## src/hdl/debug_link_frame_parser_core_assert.svh

```systemverilog
// ----------------------------------------------------------------------------
// Debug-link frame parser assertion macros
// Shared property forms for the checks of the frame parser core.
// ----------------------------------------------------------------------------
`ifndef DEBUG_LINK_FRAME_PARSER_CORE_ASSERT_SVH
`define DEBUG_LINK_FRAME_PARSER_CORE_ASSERT_SVH

// Same-cycle implication, sampled on i_clk, off during reset
`define DLFP_ASSERT_NOW(label, ante, cons) \
    label: assert property (@(posedge i_clk) disable iff (!i_rst_n) \
        (ante) |-> (cons)) else $error("dlfp check failed");

// Next-cycle implication, sampled on i_clk, off during reset
`define DLFP_ASSERT_NEXT(label, ante, cons) \
    label: assert property (@(posedge i_clk) disable iff (!i_rst_n) \
        (ante) |=> (cons)) else $error("dlfp check failed");

`endif

```

## src/hdl/dlfp_pkg.sv

```systemverilog
// ----------------------------------------------------------------------------
// Debug-link frame parser package
// Word types, phase and error codes, and constants of the frame parser.
// ----------------------------------------------------------------------------
package dlfp_pkg;

    // Field widths
    localparam int BYTE_W   = 8;
    localparam int ADDR_W   = 9;
    localparam int SEQ_W    = 16;
    localparam int LEN_W    = 16;
    localparam int CMP_W    = LEN_W + 1;
    localparam int HIDX_W   = 3;
    localparam int CFG_IDX_W = 1;

    // Store layout
    localparam int BUF_SIZE_DEF = 512;
    localparam logic [ADDR_W-1:0] DATA_BASE = ADDR_W'(8);

    // Header byte positions in the store
    localparam logic [HIDX_W-1:0] HDR_MARKER = 3'd0;
    localparam logic [HIDX_W-1:0] HDR_SEQ_LO = 3'd1;
    localparam logic [HIDX_W-1:0] HDR_SEQ_HI = 3'd2;
    localparam logic [HIDX_W-1:0] HDR_LEN_LO = 3'd3;
    localparam logic [HIDX_W-1:0] HDR_LEN_HI = 3'd4;
    localparam logic [HIDX_W-1:0] HDR_LAST   = 3'd6;

    // Marker reset values
    localparam logic [BYTE_W-1:0] START_MARKER_RST = 8'd27;
    localparam logic [BYTE_W-1:0] TOKEN_MARKER_RST = 8'd14;

    typedef enum logic [CFG_IDX_W-1:0] {
        CFG_START_MARKER = 1'b0,
        CFG_TOKEN_MARKER = 1'b1
    } t_cfg_idx;

    typedef enum logic [2:0] {
        PH_HUNT    = 3'd0,
        PH_HEADER  = 3'd1,
        PH_TOKEN   = 3'd2,
        PH_DATA    = 3'd3,
        PH_FINISH  = 3'd4,
        PH_DISCARD = 3'd5
    } t_phase;

    typedef enum logic [1:0] {
        ERR_NONE  = 2'd0,
        ERR_TOKEN = 2'd1,
        ERR_SIZE  = 2'd2
    } t_err;

    typedef struct packed {
        logic [BYTE_W-1:0] data_byte;
        logic              packet_end;
    } t_in_word;

    typedef struct packed {
        logic              store_valid;
        logic [ADDR_W-1:0] store_addr;
        logic [BYTE_W-1:0] store_byte;
        logic              frame_done;
        logic [SEQ_W-1:0]  sequence_number;
        logic [ADDR_W-1:0] payload_length;
        logic [BYTE_W-1:0] command_code;
        logic [1:0]        error_code;
    } t_out_word;

endpackage

```

## src/hdl/dlfp_parser.sv

```systemverilog
// ----------------------------------------------------------------------------
// Debug-link frame parser state machine
// Holds the frame state and turns each accepted byte into one result word.
// ----------------------------------------------------------------------------
module dlfp_parser #(
    parameter int BUF_SIZE = dlfp_pkg::BUF_SIZE_DEF
) (
    input  logic                            i_clk,
    input  logic                            i_rst_n,
    input  logic                            i_accept,
    input  dlfp_pkg::t_in_word              i_word,
    input  logic [dlfp_pkg::BYTE_W-1:0]     i_start_marker,
    input  logic [dlfp_pkg::BYTE_W-1:0]     i_token_marker,
    output dlfp_pkg::t_out_word             o_result
);

    localparam logic [dlfp_pkg::CMP_W-1:0] BUF_LIMIT = dlfp_pkg::CMP_W'(BUF_SIZE);

    dlfp_pkg::t_phase                r_phase, n_phase;
    logic [dlfp_pkg::HIDX_W-1:0]     r_hdr_idx, n_hdr_idx;
    logic [dlfp_pkg::SEQ_W-1:0]      r_seq, n_seq;
    logic [dlfp_pkg::LEN_W-1:0]      r_rem, n_rem;
    logic [dlfp_pkg::LEN_W-1:0]      r_len, n_len;
    logic [dlfp_pkg::ADDR_W-1:0]     r_wpos, n_wpos;
    logic [dlfp_pkg::BYTE_W-1:0]     r_cmd, n_cmd;
    logic                            r_first, n_first;
    logic [dlfp_pkg::CMP_W-1:0]      frame_end;

    // State registers, advanced on each accepted byte
    always_ff @(posedge i_clk) begin
        if (!i_rst_n) begin
            r_phase   <= dlfp_pkg::PH_HUNT;
            r_hdr_idx <= '0;
            r_seq     <= '0;
            r_rem     <= '0;
            r_len     <= '0;
            r_wpos    <= '0;
            r_cmd     <= '0;
            r_first   <= 1'b0;
        end else if (i_accept) begin
            r_phase   <= n_phase;
            r_hdr_idx <= n_hdr_idx;
            r_seq     <= n_seq;
            r_rem     <= n_rem;
            r_len     <= n_len;
            r_wpos    <= n_wpos;
            r_cmd     <= n_cmd;
            r_first   <= n_first;
        end
    end

    // Store end of the frame: data base plus size
    assign frame_end = dlfp_pkg::CMP_W'(r_len) + dlfp_pkg::CMP_W'(dlfp_pkg::DATA_BASE);

    // Next state and result word
    always_comb begin
        n_phase   = r_phase;
        n_hdr_idx = r_hdr_idx;
        n_seq     = r_seq;
        n_rem     = r_rem;
        n_len     = r_len;
        n_wpos    = r_wpos;
        n_cmd     = r_cmd;
        n_first   = r_first;
        o_result  = '0;

        unique case (r_phase)
            dlfp_pkg::PH_HEADER: begin
                o_result.store_valid = 1'b1;
                o_result.store_addr  = dlfp_pkg::ADDR_W'(r_hdr_idx);
                o_result.store_byte  = i_word.data_byte;
                case (r_hdr_idx)
                    dlfp_pkg::HDR_SEQ_LO: n_seq = {8'd0, i_word.data_byte};
                    dlfp_pkg::HDR_SEQ_HI: n_seq = {i_word.data_byte, r_seq[7:0]};
                    dlfp_pkg::HDR_LEN_LO: n_len = {8'd0, i_word.data_byte};
                    dlfp_pkg::HDR_LEN_HI: n_len = {i_word.data_byte, r_len[7:0]};
                    default: ;
                endcase
                if (r_hdr_idx >= dlfp_pkg::HDR_LAST) begin
                    n_rem   = r_len;
                    n_phase = dlfp_pkg::PH_TOKEN;
                end else begin
                    n_hdr_idx = r_hdr_idx + 3'd1;
                end
            end
            dlfp_pkg::PH_TOKEN: begin
                if (i_word.data_byte != i_token_marker) begin
                    o_result.error_code = dlfp_pkg::ERR_TOKEN;
                    n_phase = dlfp_pkg::PH_HUNT;
                end else if (frame_end > BUF_LIMIT) begin
                    // frame would run past the store end: drop it
                    o_result.error_code = dlfp_pkg::ERR_SIZE;
                    n_phase = dlfp_pkg::PH_HUNT;
                end else begin
                    n_wpos  = dlfp_pkg::DATA_BASE;
                    n_cmd   = '0;
                    n_first = 1'b1;
                    n_phase = (r_rem == '0) ? dlfp_pkg::PH_FINISH : dlfp_pkg::PH_DATA;
                end
            end
            dlfp_pkg::PH_DATA: begin
                o_result.store_valid = 1'b1;
                o_result.store_addr  = r_wpos;
                o_result.store_byte  = i_word.data_byte;
                if (r_first) begin
                    n_cmd   = i_word.data_byte;
                    n_first = 1'b0;
                end
                n_wpos = r_wpos + dlfp_pkg::ADDR_W'(1);
                n_rem  = r_rem - dlfp_pkg::LEN_W'(1);
                if (n_rem == '0) begin
                    n_phase = dlfp_pkg::PH_FINISH;
                end
            end
            dlfp_pkg::PH_FINISH: begin
                o_result.frame_done      = 1'b1;
                o_result.sequence_number = r_seq;
                o_result.payload_length  = r_len[dlfp_pkg::ADDR_W-1:0];
                o_result.command_code    = r_cmd;
                n_phase = i_word.packet_end ? dlfp_pkg::PH_HUNT : dlfp_pkg::PH_DISCARD;
            end
            dlfp_pkg::PH_DISCARD: begin
                if (i_word.packet_end) begin
                    n_phase = dlfp_pkg::PH_HUNT;
                end
            end
            default: begin
                // hunting, also any unused phase code
                if (i_word.data_byte == i_start_marker) begin
                    o_result.store_valid = 1'b1;
                    o_result.store_addr  = dlfp_pkg::ADDR_W'(dlfp_pkg::HDR_MARKER);
                    o_result.store_byte  = i_word.data_byte;
                    n_hdr_idx = dlfp_pkg::HDR_SEQ_LO;
                    n_seq     = '0;
                    n_len     = '0;
                    n_phase   = dlfp_pkg::PH_HEADER;
                end else begin
                    n_phase = dlfp_pkg::PH_HUNT;
                end
            end
        endcase
    end

endmodule

```

## src/hdl/debug_link_frame_parser_core.sv

```systemverilog
// ----------------------------------------------------------------------------
// Debug-link frame parser core
// Parses length-prefixed frames from USB bulk bytes into message store writes.
// ----------------------------------------------------------------------------
// The core takes one byte word per clock while o_in_stall is low and gives
// exactly one result word per byte: a store write, a frame completion, an
// error, or an empty word. Each result is registered in the output register,
// or in the one skid entry while the output stalls, so a stalled result does
// not stop the input: o_in_stall rises only once both are full, and sustained
// throughput is one byte per cycle while the output drains. Marker registers
// may be written through the configuration port at any time the core is idle;
// o_cfg_ready is always high.
`include "debug_link_frame_parser_core_assert.svh"

module debug_link_frame_parser_core #(
    parameter int BUF_SIZE = dlfp_pkg::BUF_SIZE_DEF
) (
    input  logic                               i_clk,
    input  logic                               i_rst_n,
    // input byte channel
    input  logic                               i_in_valid,
    output logic                               o_in_stall,
    input  dlfp_pkg::t_in_word                 i_in_word,
    // result channel
    output logic                               o_out_valid,
    input  logic                               i_out_stall,
    output dlfp_pkg::t_out_word                o_out_word,
    // configuration write channel
    input  logic                               i_cfg_valid,
    output logic                               o_cfg_ready,
    input  logic [dlfp_pkg::CFG_IDX_W-1:0]     i_cfg_index,
    input  logic [dlfp_pkg::BYTE_W-1:0]        i_cfg_data
);

    logic [dlfp_pkg::BYTE_W-1:0] r_start_marker;
    logic [dlfp_pkg::BYTE_W-1:0] r_token_marker;
    logic                        r_out_valid;
    dlfp_pkg::t_out_word         r_out_word;
    logic                        r_skid_valid;
    dlfp_pkg::t_out_word         r_skid_word;
    dlfp_pkg::t_out_word         step_result;
    logic                        in_accept;
    logic                        out_free;

    // Configuration registers
    assign o_cfg_ready = 1'b1;

    always_ff @(posedge i_clk) begin
        if (!i_rst_n) begin
            r_start_marker <= dlfp_pkg::START_MARKER_RST;
            r_token_marker <= dlfp_pkg::TOKEN_MARKER_RST;
        end else if (i_cfg_valid && o_cfg_ready) begin
            unique case (dlfp_pkg::t_cfg_idx'(i_cfg_index))
                dlfp_pkg::CFG_START_MARKER: r_start_marker <= i_cfg_data;
                dlfp_pkg::CFG_TOKEN_MARKER: r_token_marker <= i_cfg_data;
                default: ;
            endcase
        end
    end

    // Input handshake
    assign o_in_stall = r_skid_valid;
    assign in_accept  = i_in_valid && !r_skid_valid;
    assign out_free   = !r_out_valid || !i_out_stall;

    dlfp_parser #(
        .BUF_SIZE (BUF_SIZE)
    ) u_parser (
        .i_clk          (i_clk),
        .i_rst_n        (i_rst_n),
        .i_accept       (in_accept),
        .i_word         (i_in_word),
        .i_start_marker (r_start_marker),
        .i_token_marker (r_token_marker),
        .o_result       (step_result)
    );

    // Output register with skid entry
    always_ff @(posedge i_clk) begin
        if (!i_rst_n) begin
            r_out_valid  <= 1'b0;
            r_skid_valid <= 1'b0;
        end else if (out_free) begin
            if (r_skid_valid) begin
                r_out_valid  <= 1'b1;
                r_skid_valid <= 1'b0;
            end else begin
                r_out_valid  <= in_accept;
            end
        end else if (in_accept) begin
            r_skid_valid <= 1'b1;
        end
    end

    always_ff @(posedge i_clk) begin
        if (out_free) begin
            r_out_word <= r_skid_valid ? r_skid_word : step_result;
        end
        if (!out_free && in_accept) begin
            r_skid_word <= step_result;
        end
    end

    assign o_out_valid = r_out_valid;
    assign o_out_word  = r_out_word;

    // Checks
    `DLFP_ASSERT_NOW(a_skid_behind_out, r_skid_valid, r_out_valid)
    `DLFP_ASSERT_NOW(a_done_not_store, o_out_valid,
        !(o_out_word.frame_done && o_out_word.store_valid))
    `DLFP_ASSERT_NOW(a_error_is_silent,
        o_out_valid && (o_out_word.error_code != dlfp_pkg::ERR_NONE),
        !o_out_word.store_valid && !o_out_word.frame_done)
    `DLFP_ASSERT_NEXT(a_skid_kept, r_skid_valid && i_out_stall, r_skid_valid)

endmodule

```

## config.mk

```make
export PLATFORM = sky130hd
export DESIGN_NAME = debug_link_frame_parser_core
export DESIGN_NICKNAME = d
export VERILOG_FILES = /design/src/hdl/dlfp_pkg.sv /design/src/hdl/dlfp_parser.sv /design/src/hdl/debug_link_frame_parser_core.sv
export VERILOG_INCLUDE_DIRS = /design/src /design/src/hdl
export SDC_FILE = /design/constraint.sdc
export NUM_CORES = 1
export LEC_CHECK = 0
export ABC_AREA = 1
export BUFFER_PORTS_ARGS = -buffer_cell sky130_fd_sc_hd__buf_2
export CORE_MARGIN = 2
export CORE_UTILIZATION = 60
export DETAILED_ROUTE_END_ITERATION = 12
export PLACE_DENSITY = 0.9
export SYNTH_ARGS = -nofsm -noshare
export SYNTH_HDL_FRONTEND = slang
export SYNTH_SLANG_ARGS = --single-unit
```

## constraint.sdc

```tcl
create_clock -name i_clk -period 8.4 [get_ports i_clk]
set_clock_uncertainty 0.05 [all_clocks]
set_input_delay 0.84 -clock i_clk [delete_from_list [all_inputs] [get_ports i_clk]]
set_output_delay 0.84 -clock i_clk [all_outputs]
set_load 0.02 [all_outputs]
```

==> metrics.md <==
| Metric | Value |
|---|---|
| Status | `complete, no violations` |
| Yosys cell types | `47` |
| F_max | `0.355 GHz` |
| RSZ-0062 raised after global routing | `no` |
| Die area | `16600 sq um` |
| Worst Path Arrival | `about 3100 ps` |
| Worst path required time | `roughly 8700 ps` |
| Diode count | `0` |
| Complex-gate fraction of the synthesized area | `approximately 11%` |
| Largest family of logic cells by synthesized area | `simple AND/OR/NAND/NOR gates` |
| Sw frac | `25.2%` |
| Gr usage total | `26.0%` |
| TritonRoute pass-1 iters | `6` |
| Final-stage net count | `1190` |
| Post-Synthesis Mean Instance Area | `8.47 sq um` |
| Crit path kind | `register to register` |
| Worst-skew pair later-pin latency | `450 ps` |
| I/O Buffers | `approximately 80` |
| Post-synthesis mux area share | `0%` |
| Minimum clock period | `2820 ps` |
| Largest net degree at the start of global routing | `between 50 and 60` |
| Worst-path clk slew | `about 70 ps` |
| Synth Area in Adders | `roughly 1.2%` |
| Fin crit share | `between 30% and 40%` |
| Area grow syn2layout | `11.8%` |
| Crit-path slowest cell | `nor2_2` |
| Worst Hold Class | `register to register` |
| Worst path bufs/invs | `3` |
| Final setup violation count | `0` |
| Sequential Power Share | `between 40% and 50%` |
| Post-Synth Simple-Gate Area | `24.4%` |
| H-tree Lvls | `4` |
| CTS tree | `done` |
| XOR/XNOR share of the synthesized area | `2.44%` |
| Post-CTS sizing | `0` |
| WL/cell | `between 15 and 20 microns` |
| R2R cell count | `8` |
| Share of cells above drive strength 1 | `14.2%` |
| Die Span Y | `roughly 130 microns` |
| Mapped Nets | `roughly 1100` |
| Max-slew headroom | `26.7%` |
| Async set-reset flop share out of synthesis | `0%` |
| Number of flops mapped to enable cells by yosys | `108` |
| Final WL | `a little over 20000 microns` |
| Max Cap Viol | `0` |
| Worst Path Max Fanout | `50` |
| YS warnings | `0` |
| Root Buffer | `clkbuf_16` |
| Ports | `80` |
| Final GP Congestion | `0.941` |
| Worst-margin pin slew | `~1100 ps` |
| Worst-path cell chain | `inv_2 -> nor2_4 -> inv_2 -> nor2_2 -> inv_2 -> o211ai_2 -> nand2_1 -> a21oi_1` |
| Num CTS Buffers | `17` |
| Post-route setup TNS | `0 ps` |
| Top cell by count, worst path | `inv_2` |
| Leak | `between 0.004 and 0.005 uW` |
| Number of global-route vias before repair | `6945` |
| GRT overflow | `0` |
| Post-Syn Instances | `between 1000 and 1500` |
| First-pass GRT wire length | `33700 microns` |
| Max clock buf depth | `2` |
| Post-Syn Area | `9340 sq um` |
| Seq cells post-synth | `between 150 and 200` |
| Sequential fraction of the synthesis area | `between 50% and 60%` |
| Crit-path max cell delay | `630 ps` |
| Placed Instance Area | `between 9000 and 10000 sq um` |
| Standard-cell row count | `45` |
| Worst VDD drop | `approximately 0.14 mV` |
| Fin. Hold Viols | `0` |
| Final Instance Area | `10400 sq um` |
| Crit path capture type | `register` |
| Power Density | `209 nW/um^2` |
| Most common cell after layout, fill and taps aside | `nand2_1` |
| Total internal power | `between 1500 and 2000 uW` |
| Cell family with most CP delay | `simple AND/OR/NAND/NOR gates` |
| Primary FF master, synth | `edfxtp_1` |
| Clk sinks | `198` |
| Startpoint Class | `register` |
| Most frequent cells in the layout | `nand2_1 (316), nor2_1 (156), edfxtp_1 (108)` |
| Die X | `about 130 microns` |
| DRT iter0 DRCs | `758` |
| HPWL Detailed | `13800 microns` |
| Switching power | `551 uW` |
| Combinational Power Share | `10.1%` |
| # DRC | `0` |
| Worst hold stages | `2` |
| Clock Power Share | `40.5%` |
| Total core area | `approximately 15000 sq um` |
| Initial antenna violation count | `0` |
| Slew Viols, Final | `0` |
| Post-CTS Setup Bufs | `0` |
| Detailed-route via count | `approximately 7700` |
| Critical Path Stages | `8` |
| Post-route ant nets | `0` |
| Initial Utilization | `61.4%` |
| Hold-fix buffers, CTS | `0` |
| Avg Vias per Cell | `5.65` |
## worst register-to-register path: stages, from the launching register on
cell and delay [ps]:
dfxtp_1 460, inv_2 80, nor2_4 110, inv_2 80
nor2_2 640, inv_2 560, o211ai_2 500, nand2_1 90
a21oi_1 170
## sequential cells by signal (all words and copies together), names as in the netlist, 8 cells and up
signal and flops:
u_parser.r_cmd 8, u_parser.r_wpos 9, o_out_word 54, r_skid_word 54
u_parser.r_rem 16, r_token_marker 8, u_parser.r_seq 16, r_start_marker 8
u_parser.r_len 16
## logic make-up (layout without fill, tap and decap cells)
logic type / count (synthesis) / after routing
AND/OR/NAND/NOR: 556 / 556
flip-flops: 198 / 198
AO/OA/AOI/OAI: 157 / 157
other: 1 / 1
buffers and inverters: 155 / 224
XOR/XNOR: 26 / 26
adder cells (fa/ha/maj): 9 / 9
## layout make-up
| cell class | instances | area (sq um) |
|---|---|---|
| Timing Repair Buffer | 81 | 413 |
| Clock inverter | 15 | 215 |
| Tap cell | 188 | 235 |
| Clock buffer | 17 | 425 |
| Multi-Input combinational cell | 749 | 3680 |
| Inverter | 111 | 419 |
| Sequential cell | 198 | 5050 |
| Fill cell | 1144 | 4770 |
## power by group through the flow
stage / Sequential (uW) / Clock (uW) / Combinational [uW]
floorplan: 1120 / 0 / 139
global placement: 1100 / 0 / 211
detailed placement: 1100 / 0 / 217
CTS: 1080 / 887 / 219
global route: 1080 / 926 / 244
finish: 1080 / 884 / 221
## cells in the mapped netlist (2+ instances only)
library cell / count / area (sq um)
xor2_1: 7 / 61.3
o21ai_0: 29 / 145
a21oi_1: 66 / 330
nor4_1: 2 / 12.5
nand4_1: 6 / 37.5
clkinv_1: 2 / 7.51
nor3_1: 5 / 25.0
ha_1: 9 / 113
dfxtp_1: 90 / 1800
o21ai_1: 8 / 40.0
a221oi_1: 6 / 52.6
edfxtp_1: 108 / 3240
nand2_4: 2 / 22.5
xnor2_1: 19 / 166
a211oi_1: 13 / 97.6
o221a_2: 2 / 22.5
nor2_4: 4 / 45.0
o22ai_1: 2 / 12.5
nand3b_1: 4 / 30.0
inv_2: 11 / 41.3
nand3_1: 46 / 230
a221oi_2: 4 / 60.1
o2111ai_1: 8 / 70.1
nor2_1: 157 / 589
nor2_2: 8 / 50.1
inv_1: 97 / 364
buf_4: 5 / 37.5
nand2_1: 317 / 1190
a31oi_1: 2 / 12.5
nand2_2: 3 / 18.8
buf_1: 8 / 30.0
clkbuf_1: 21 / 78.8
buf_2: 9 / 45.0
a211oi_2: 9 / 113
## worst paths after layout
path                       start           endpoint  slack (ps)
max          u_parser.r_phase[0]  u_parser.r_cmd[6]        5580
min            u_parser.r_seq[1]  u_parser.r_seq[1]         410
max reg2reg  u_parser.r_phase[0]  u_parser.r_cmd[6]        5580
min reg2reg    u_parser.r_seq[1]  u_parser.r_seq[1]         410
## routing by layer
layer,up-vias,track usage [%],wire length (microns)
met1,3544,35.3,8970
met2,353,41.3,9680
met4,0,10.3,544
li1,3730,-,-
met3,48,4.99,1610
met5,-,0,0
## metrics by stage
step,power (uW),hold slack (ps),setup slack (ps),utilization [%],instances
after floorplan,1260,380,3390,-,1102
final,2180,407,5580,68.7,1359
after CTS,2180,407,5630,68.7,1359
after detailed placement,1320,396,5230,64.4,1327
after global placement,1310,391,5320,64.4,1327
after global routing,2250,440,5390,68.7,1359
Note: power is estimated with default switching activity, not from simulation.
